File: config.mk
export PLATFORM = sky130hd
export DESIGN_NAME = montgomery_modular_exponentiation
export DESIGN_NICKNAME = d
export VERILOG_FILES = /design/src/design/mme_pkg.sv /design/src/design/montgomery_modular_exponentiation.sv
export VERILOG_INCLUDE_DIRS = /design/src /design/src/design
export SDC_FILE = /design/constraint.sdc
export NUM_CORES = 1
export LEC_CHECK = 0
export BUFFER_PORTS_ARGS = -buffer_cell sky130_fd_sc_hd__clkbuf_2
export CORE_ASPECT_RATIO = 1.75
export CORE_UTILIZATION = 65
export DETAILED_ROUTE_END_ITERATION = 10
export PLACE_DENSITY = 0.94
export RECOVER_POWER = 25
export SYNTH_ARGS = -nofsm -noshare
export SYNTH_HDL_FRONTEND = slang
export SYNTH_SLANG_ARGS = --single-unit
export TNS_END_PERCENT = 50
File: constraint.sdc
create_clock -name clk -period 11 [get_ports clk]
set_input_delay 0.55 -clock clk [delete_from_list [all_inputs] [get_ports clk]]
set_output_delay 0.55 -clock clk [all_outputs]
set_load 0.02 [all_outputs]
File: src/design/montgomery_modular_exponentiation_macros.svh
// assertion macros for the montgomery exponentiation block
`ifndef MONTGOMERY_MODULAR_EXPONENTIATION_MACROS_SVH
`define MONTGOMERY_MODULAR_EXPONENTIATION_MACROS_SVH

// consequent must hold in the same cycle as the trigger
`define MME_ASSERT_IMP(label, trig, conseq, msg) \
	label: assert property (@(posedge clk) disable iff (!arst_n) (trig) |-> (conseq)) \
		else $error(msg);

// consequent must hold in the cycle after the trigger
`define MME_ASSERT_NEXT(label, trig, conseq, msg) \
	label: assert property (@(posedge clk) disable iff (!arst_n) (trig) |=> (conseq)) \
		else $error(msg);

`endif

File: src/design/mme_pkg.sv
// shared constants and word types for the montgomery exponentiation block
package mme_pkg;

	localparam int OPERAND_BITS = 32;
	localparam int RBITS_W = 6;
	localparam int DATA_BITS = (OPERAND_BITS > 32) ? 64 : 32;
	localparam int ADDR_BITS = (DATA_BITS == 64) ? 4 : 3;

	// register index, taken from the top address bit
	localparam logic REG_MODULUS = 1'b0;
	localparam logic REG_R_BITS = 1'b1;

	localparam logic [OPERAND_BITS-1:0] MODULUS_RESET = OPERAND_BITS'(7);
	localparam logic [RBITS_W-1:0] R_BITS_RESET = RBITS_W'(3);

	typedef struct packed {
		logic [OPERAND_BITS-1:0] base;
		logic [OPERAND_BITS-1:0] exponent;
	} req_word_t;

	typedef struct packed {
		logic [OPERAND_BITS-1:0] result;
		logic bad_setup;
	} rsp_word_t;

endpackage

File: src/design/montgomery_modular_exponentiation.sv
// montgomery exponentiation: bit-serial scaling, products and sequencing
// W = 32 operand bits; one word in flight; time is set by the single
// radix-2 montgomery product unit (one multiplier bit per cycle) and the
// one-bit modular doubler; a bad setup skips the scaling and products and
// goes straight to the output state; reset gives modulus 7, r_bits 3, idle
module montgomery_modular_exponentiation (
	input  logic clk,
	input  logic arst_n,
	input  logic req_valid,
	output logic req_ready,
	input  mme_pkg::req_word_t req_data,
	output logic rsp_valid,
	input  logic rsp_ready,
	output mme_pkg::rsp_word_t rsp_data,
	input  logic psel,
	input  logic penable,
	input  logic pwrite,
	input  logic [mme_pkg::ADDR_BITS-1:0] paddr,
	input  logic [mme_pkg::DATA_BITS-1:0] pwdata,
	output logic [mme_pkg::DATA_BITS-1:0] prdata,
	output logic pready
);
	import mme_pkg::*;

	`include "montgomery_modular_exponentiation_macros.svh"

	localparam int W = OPERAND_BITS;
	localparam int STEP_W = $clog2(OPERAND_BITS + 64);
	localparam int EXP_W = $clog2(OPERAND_BITS + 1);

	localparam logic [2:0] S_IDLE = 3'd0;
	localparam logic [2:0] S_SCALE_B = 3'd1;
	localparam logic [2:0] S_SCALE_A = 3'd2;
	localparam logic [2:0] S_SQR = 3'd3;
	localparam logic [2:0] S_MUL = 3'd4;
	localparam logic [2:0] S_FIN = 3'd5;
	localparam logic [2:0] S_OUT = 3'd6;

	logic [2:0] state_q;
	logic [W-1:0] p_q;
	logic [RBITS_W-1:0] rb_q;
	logic rsp_valid_q;
	rsp_word_t rsp_data_q;

	logic [W-1:0] div_shift_q;
	logic [W-1:0] v_q;
	logic [W-1:0] base_m_q;
	logic [W-1:0] exp_q;
	logic [EXP_W-1:0] ecnt_q;
	logic [STEP_W-1:0] cnt_q;
	logic [W-1:0] ma_q;
	logic [W-1:0] mb_q;
	logic [W:0] t_q;
	logic [W-1:0] res_q;
	logic res_bad_q;

	logic cfg_write;
	logic setup_bad;
	logic take_req;
	logic load_rsp;
	logic scale_last;
	logic mont_last;
	logic exp_last;
	logic [W:0] dbl_raw;
	logic [W:0] dbl_red;
	logic [W-1:0] dbl_val;
	logic [W+1:0] sum1;
	logic [W+1:0] sum2;
	logic [W:0] t_next;
	logic [W:0] mont_red;
	logic [W-1:0] mont_val;
	logic [W-1:0] one_mod_p;

	// config port
	assign pready = 1'b1;
	assign cfg_write = psel && penable && pwrite;

	always_comb begin
		if (paddr[ADDR_BITS-1] == REG_R_BITS) begin
			prdata = DATA_BITS'(rb_q);
		end else begin
			prdata = DATA_BITS'(p_q);
		end
	end

	// even modulus, or radix not above the modulus
	assign setup_bad = !p_q[0] || ((p_q >> rb_q) != '0);
	assign one_mod_p = (p_q == W'(1)) ? '0 : W'(1);

	assign req_ready = (state_q == S_IDLE);
	assign take_req = req_valid && req_ready;
	assign load_rsp = (state_q == S_OUT) && (!rsp_valid_q || rsp_ready);
	assign rsp_valid = rsp_valid_q;
	assign rsp_data = rsp_data_q;

	assign scale_last = (cnt_q == STEP_W'(W) + STEP_W'(rb_q) - STEP_W'(1));
	assign mont_last = (cnt_q == STEP_W'(rb_q) - STEP_W'(1));
	assign exp_last = (ecnt_q == EXP_W'(1));

	// modular doubling with one dividend bit shifted in
	always_comb begin
		dbl_raw = {v_q, div_shift_q[W-1]};
		if (dbl_raw >= {1'b0, p_q}) begin
			dbl_red = dbl_raw - {1'b0, p_q};
		end else begin
			dbl_red = dbl_raw;
		end
		dbl_val = dbl_red[W-1:0];
	end

	// one radix-2 montgomery step, quotient bit is the parity of the sum
	always_comb begin
		sum1 = {1'b0, t_q} + (ma_q[0] ? {2'b00, mb_q} : '0);
		sum2 = sum1 + (sum1[0] ? {2'b00, p_q} : '0);
		t_next = sum2[W+1:1];
		if (t_next >= {1'b0, p_q}) begin
			mont_red = t_next - {1'b0, p_q};
		end else begin
			mont_red = t_next;
		end
		mont_val = mont_red[W-1:0];
	end

	always_ff @(posedge clk or negedge arst_n) begin
		if (!arst_n) begin
			state_q <= S_IDLE;
			p_q <= MODULUS_RESET;
			rb_q <= R_BITS_RESET;
			rsp_valid_q <= 1'b0;
		end else begin
			if (cfg_write) begin
				if (paddr[ADDR_BITS-1] == REG_MODULUS) begin
					p_q <= pwdata[W-1:0];
				end else begin
					rb_q <= pwdata[RBITS_W-1:0];
				end
			end
			if (load_rsp) begin
				rsp_valid_q <= 1'b1;
			end else if (rsp_ready) begin
				rsp_valid_q <= 1'b0;
			end
			case (state_q)
				S_IDLE: begin
					if (take_req) begin
						state_q <= setup_bad ? S_OUT : S_SCALE_B;
					end
				end
				S_SCALE_B: begin
					if (scale_last) begin
						state_q <= S_SCALE_A;
					end
				end
				S_SCALE_A: begin
					if (scale_last) begin
						state_q <= S_SQR;
					end
				end
				S_SQR: begin
					if (mont_last) begin
						if (exp_q[W-1]) begin
							state_q <= S_MUL;
						end else begin
							state_q <= exp_last ? S_FIN : S_SQR;
						end
					end
				end
				S_MUL: begin
					if (mont_last) begin
						state_q <= exp_last ? S_FIN : S_SQR;
					end
				end
				S_FIN: begin
					if (mont_last) begin
						state_q <= S_OUT;
					end
				end
				S_OUT: begin
					if (load_rsp) begin
						state_q <= S_IDLE;
					end
				end
				default: begin
					state_q <= S_IDLE;
				end
			endcase
		end
	end

	always_ff @(posedge clk) begin
		if (load_rsp) begin
			rsp_data_q.result <= res_q;
			rsp_data_q.bad_setup <= res_bad_q;
		end
		case (state_q)
			S_IDLE: begin
				if (take_req) begin
					div_shift_q <= req_data.base;
					exp_q <= req_data.exponent;
					v_q <= '0;
					cnt_q <= '0;
					res_q <= '0;
					res_bad_q <= setup_bad;
				end
			end
			S_SCALE_B: begin
				if (scale_last) begin
					// base*R mod p done, now R mod p from the value one
					base_m_q <= dbl_val;
					div_shift_q <= W'(1);
					v_q <= '0;
					cnt_q <= '0;
				end else begin
					div_shift_q <= div_shift_q << 1;
					v_q <= dbl_val;
					cnt_q <= cnt_q + STEP_W'(1);
				end
			end
			S_SCALE_A: begin
				if (scale_last) begin
					ma_q <= dbl_val;
					mb_q <= dbl_val;
					t_q <= '0;
					cnt_q <= '0;
					ecnt_q <= EXP_W'(W);
				end else begin
					div_shift_q <= div_shift_q << 1;
					v_q <= dbl_val;
					cnt_q <= cnt_q + STEP_W'(1);
				end
			end
			S_SQR, S_MUL, S_FIN: begin
				if (mont_last) begin
					t_q <= '0;
					cnt_q <= '0;
					ma_q <= mont_val;
					if (state_q == S_FIN) begin
						res_q <= mont_val;
					end else if ((state_q == S_SQR) && exp_q[W-1]) begin
						mb_q <= base_m_q;
					end else begin
						// next exponent bit, or leave montgomery form after the last
						exp_q <= exp_q << 1;
						ecnt_q <= ecnt_q - EXP_W'(1);
						mb_q <= exp_last ? one_mod_p : mont_val;
					end
				end else begin
					t_q <= t_next;
					ma_q <= ma_q >> 1;
					cnt_q <= cnt_q + STEP_W'(1);
				end
			end
			default: begin
			end
		endcase
	end

	`MME_ASSERT_NEXT(a_bad_setup_short, take_req && setup_bad, state_q == S_OUT,
		"bad setup word did not go straight to the result")
	`MME_ASSERT_IMP(a_scale_bound, (state_q == S_SCALE_B) || (state_q == S_SCALE_A),
		v_q < p_q, "doubler value not reduced below modulus")
	`MME_ASSERT_IMP(a_mont_bound, (state_q == S_SQR) || (state_q == S_MUL) || (state_q == S_FIN),
		(t_q >> 1) < p_q, "montgomery partial sum reached twice the modulus")
	`MME_ASSERT_IMP(a_bad_zero, rsp_valid_q && rsp_data_q.bad_setup,
		rsp_data_q.result == '0, "bad setup word carries a nonzero result")

endmodule
==> metrics.csv <==
stage;metric;value;unit
routing;final wirelength;72.0;mm
cts;post-cts sizing count;0;
routing;vias per cell;6.61;
routing;Starting DRT DRC Count;1938;
place;GPL Wtd Cong;1.01;
global_route;initial antenna violation count;1;
die;initial core utilization;66.2;%
status;failing checks;capacitance limit, slew limit;
sta;Max transition margin;-108;%
synth;Area contributors post-synth;edfxtp_1 (40%), ha_1 (7.2%), nand2_1 (4.1%), dfrtp_1 (4.0%), nor2_1 (3.2%);
setup_path;worst path required time;11260;ps
synth;YS warnings;0;
finish;Finished Cell Area;25000;um^2
cts;Worst-path clk slew;70;ps
routing;wire per inst;24.6;um
synth;number of synthesized flops with an enable pin;304;
finish;FILL cells;2546;
synth;sequential element share of the synthesized area;44.5;%
place;placed wire-length estimate;53.1;mm
place;I/O Buffers;170;
synth;post-synth cell types;90;
finish;storage element area;10200;um^2
setup_path;Crit Path Class;reg2reg;
die;Ports;174;
global_route;largest net degree at the start of global routing;88;
routing;wire length on met3;6.16;mm
setup_path;Worst Setup End Kind;flip-flop;
sta;Setup violations, final;0;
place;DP Area;24100;um^2
setup_path;crit path max fanout;32;
sta;Worst Max-Slew Pin Slew;3110;ps
routing;highest routed metal layer;met5;
setup_path;CP Launch Type;flip-flop;
sta;Tmin final;9600;ps
sta;Hold Violations, Final;0;
sta;setup repair after global routing missed its margin;false;
routing;met1 wire length;24.6;mm
global_route;total gr overflow;0;
synth;most frequently used flop master after synthesis;edfxtp_1;
finish;Syn-to-layout area delta;9.37;%
synth;Yosys top cell by area;edfxtp_1;
sta;Clock Skews;19.5;ps
routing;wire length on met2;33.8;mm
sta;Max Slew Vio Count;111;
synth;Syn Inst Count;2322;
synth;Mapped Area;22900;um^2
routing;Via Count;19320;
cts;depth of the CTS H-tree;1;
setup_path;CP arrival;9860;ps
global_route;first-pass GRT wire length;107;mm
synth;Async SR Flop Fraction;12.1;%
global_route;vias in the first global route;18728;
die;Core Area;34600;um^2
sta;Min Hold Slack;177;ps
global_route;total global-route track usage;40.5;%
sta;Max Fclk;0.104;GHz
hold_path;Hold/Removal Path Class;in2reg;
finish;layout cells sized above 1;10.5;%
cts;Sink Count;346;
sta;final period utilization;87.3;%
status;outcome;complete, but fails checks;
finish;utilization after layout;72.4;%
synth;syn nets;2564;
cts;clk_lat worst skew;600;ps
routing;DRT antenna net count;0;
die;DIE WIDTH;144;um
die;die area;36000;um^2
finish;fin nets;2680;
cts;Root Buffer;clkbuf_16;
setup_path;crit-path most repeated cell;a21oi_1;
routing;drc violations;0;
cts;clock buffer depth;3;
synth;Avg Inst Size Synth;9.85;um^2
sta;Sum Neg Setup Slack;0;ps
finish;Multi-input gate area;11900;um^2
routing;TritonRoute pass-1 iters;7;
die;Die Span Y;250;um
synth;post-synth top area share;39.9;%
setup_path;Largest stage delay, worst path;1020;ps
cts;# Post-CTS Setup Buffers;0;
setup_path;Crit-path slowest cell;mux2i_1;
cts;# hold bufs at CTS;0;
synth;Yosys reg bits;346;
die;FP Rows;90;
cts;TritonCTS Buffers;30;
run;Max Cap Violations;3;
cts;CTS tree;built;
## worst max-delay path: cells and delay by family (launching register included)
| kind | cells | cell delay [ps] |
|---|---|---|
| compound gates | 15 | 4200 |
| xor+xnor | 1 | 170 |
| flops | 1 | 940 |
| fa+ha+maj | 4 | 1310 |
| buf+inv | 1 | 60 |
| mux | 2 | 1370 |
| simple gates | 7 | 1200 |
## cell usage in the layout (no fill, tap or decap), types with 16 or more instances in the layout
cell	synthesis	routed
o21bai_1	17	17
a211oi_1	16	16
nor2b_1	25	24
dfrtp_1	37	37
nand3_1	50	50
nor2_1	196	194
inv_1	102	102
nand4_1	17	17
and2_1	108	106
ha_1	132	132
edfxtp_1	304	304
a22o_1	31	31
a21oi_1	138	137
clkbuf_16	0	31
nand2b_1	23	23
o21ai_0	113	111
nor4_1	17	17
nand2_1	250	249
o221ai_1	33	33
mux2_2	42	41
clkbuf_1	84	63
buf_4	1	17
mux2i_1	47	47
xor2_1	44	44
a21o_1	67	67
nor3_1	39	39
xnor2_1	83	83
clkbuf_2	1	109
o211ai_1	57	57
o21a_1	22	22
and3_1	22	22
a31oi_1	17	17
## stage by stage
step           instances  worst slack (ps)
6_report            2924              1400
5_1_grt             2922              1160
4_1_cts             2922              1980
3_5_place_dp        2866              2060
3_3_place_gp        2866              2300
2_1_floorplan       2322              4590
## layout make-up
type / instances / share of cell area [%]
antenna: 2 / 0.0200
inverter: 103 / 1.55
clock buffer: 32 / 3.12
sequential: 346 / 40.7
clock inverter: 24 / 1.08
tap: 460 / 2.30
multi-input combinational: 1769 / 47.6
timing repair buffer: 188 / 3.62
## Yosys cell counts, types with 16 or more instances
cell type  count
a211oi_1      16
a21o_1        67
a21oi_1      138
a22o_1        31
a31oi_1       17
and2_1       108
and3_1        22
clkbuf_1      84
dfrtp_1       37
edfxtp_1     304
ha_1         132
inv_1        102
mux2_2        42
mux2i_1       47
nand2_1      250
nand2b_1      23
nand3_1       50
nand4_1       17
nor2_1       196
nor2b_1       25
nor3_1        39
nor4_1        17
o211ai_1      57
o21a_1        22
o21ai_0      113
o21bai_1      17
o221ai_1      33
xnor2_1       83
xor2_1        44
## state kept, by name (all words and copies together), names as in the netlist
register     cells
base_m_q        32
cnt_q            7
div_shift_q     32
ecnt_q           6
exp_q           32
ma_q            32
mb_q            32
p_q             32
rb_q             6
res_bad_q        1
res_q           32
rsp_data        33
rsp_valid        1
state_q          3
t_q             33
v_q             32
## cells by family (layout without fill, tap and decap cells)
| group | after synthesis | after routing | share of synthesized area, % |
|---|---|---|---|
| mux | 90 | 90 | 4.22 |
| compound gates | 629 | 629 | 18.9 |
| fa+ha+maj | 136 | 136 | 7.57 |
| simple gates | 786 | 786 | 16.3 |
| flops | 346 | 346 | 44.5 |
| buf+inv | 207 | 347 | 3.60 |
| other cells | 1 | 3 | 0.0164 |
| xor+xnor | 127 | 127 | 4.86 |
## per-layer routing
| layer | global-route usage, % | vias up |
|---|---|---|
| met1 | 45.3 | 9143 |
| met3 | 7.70 | 289 |
| met5 | 0 | - |
| met2 | 65.1 | 1082 |
| li1 | - | 8804 |
| met4 | 36.1 | 2 |
## path summary, 6_finish.rpt
path	startpoint	slack (ps)	cells after the start	end
min reg2reg	res_q[11]$_SDFFCE_PP0P_	410	0	rsp_data[12]$_DFFE_PP_
max reg2reg	ma_q[0]$_DFFE_PP_	1400	30	mb_q[1]$_DFFE_PP_
max in group asynchronous	arst_n	9070	1	p_q[19]$_DFFE_PN0P_
min	pwdata[23]	180	2	p_q[23]$_DFFE_PN0P_
max	ma_q[0]$_DFFE_PP_	1400	30	mb_q[1]$_DFFE_PP_
min in group asynchronous	arst_n	620	1	rsp_valid$_DFFE_PN0P_
Power is not shown: default switching activity piles up to over one toggle a cycle in this logic, so the estimate is an artifact.
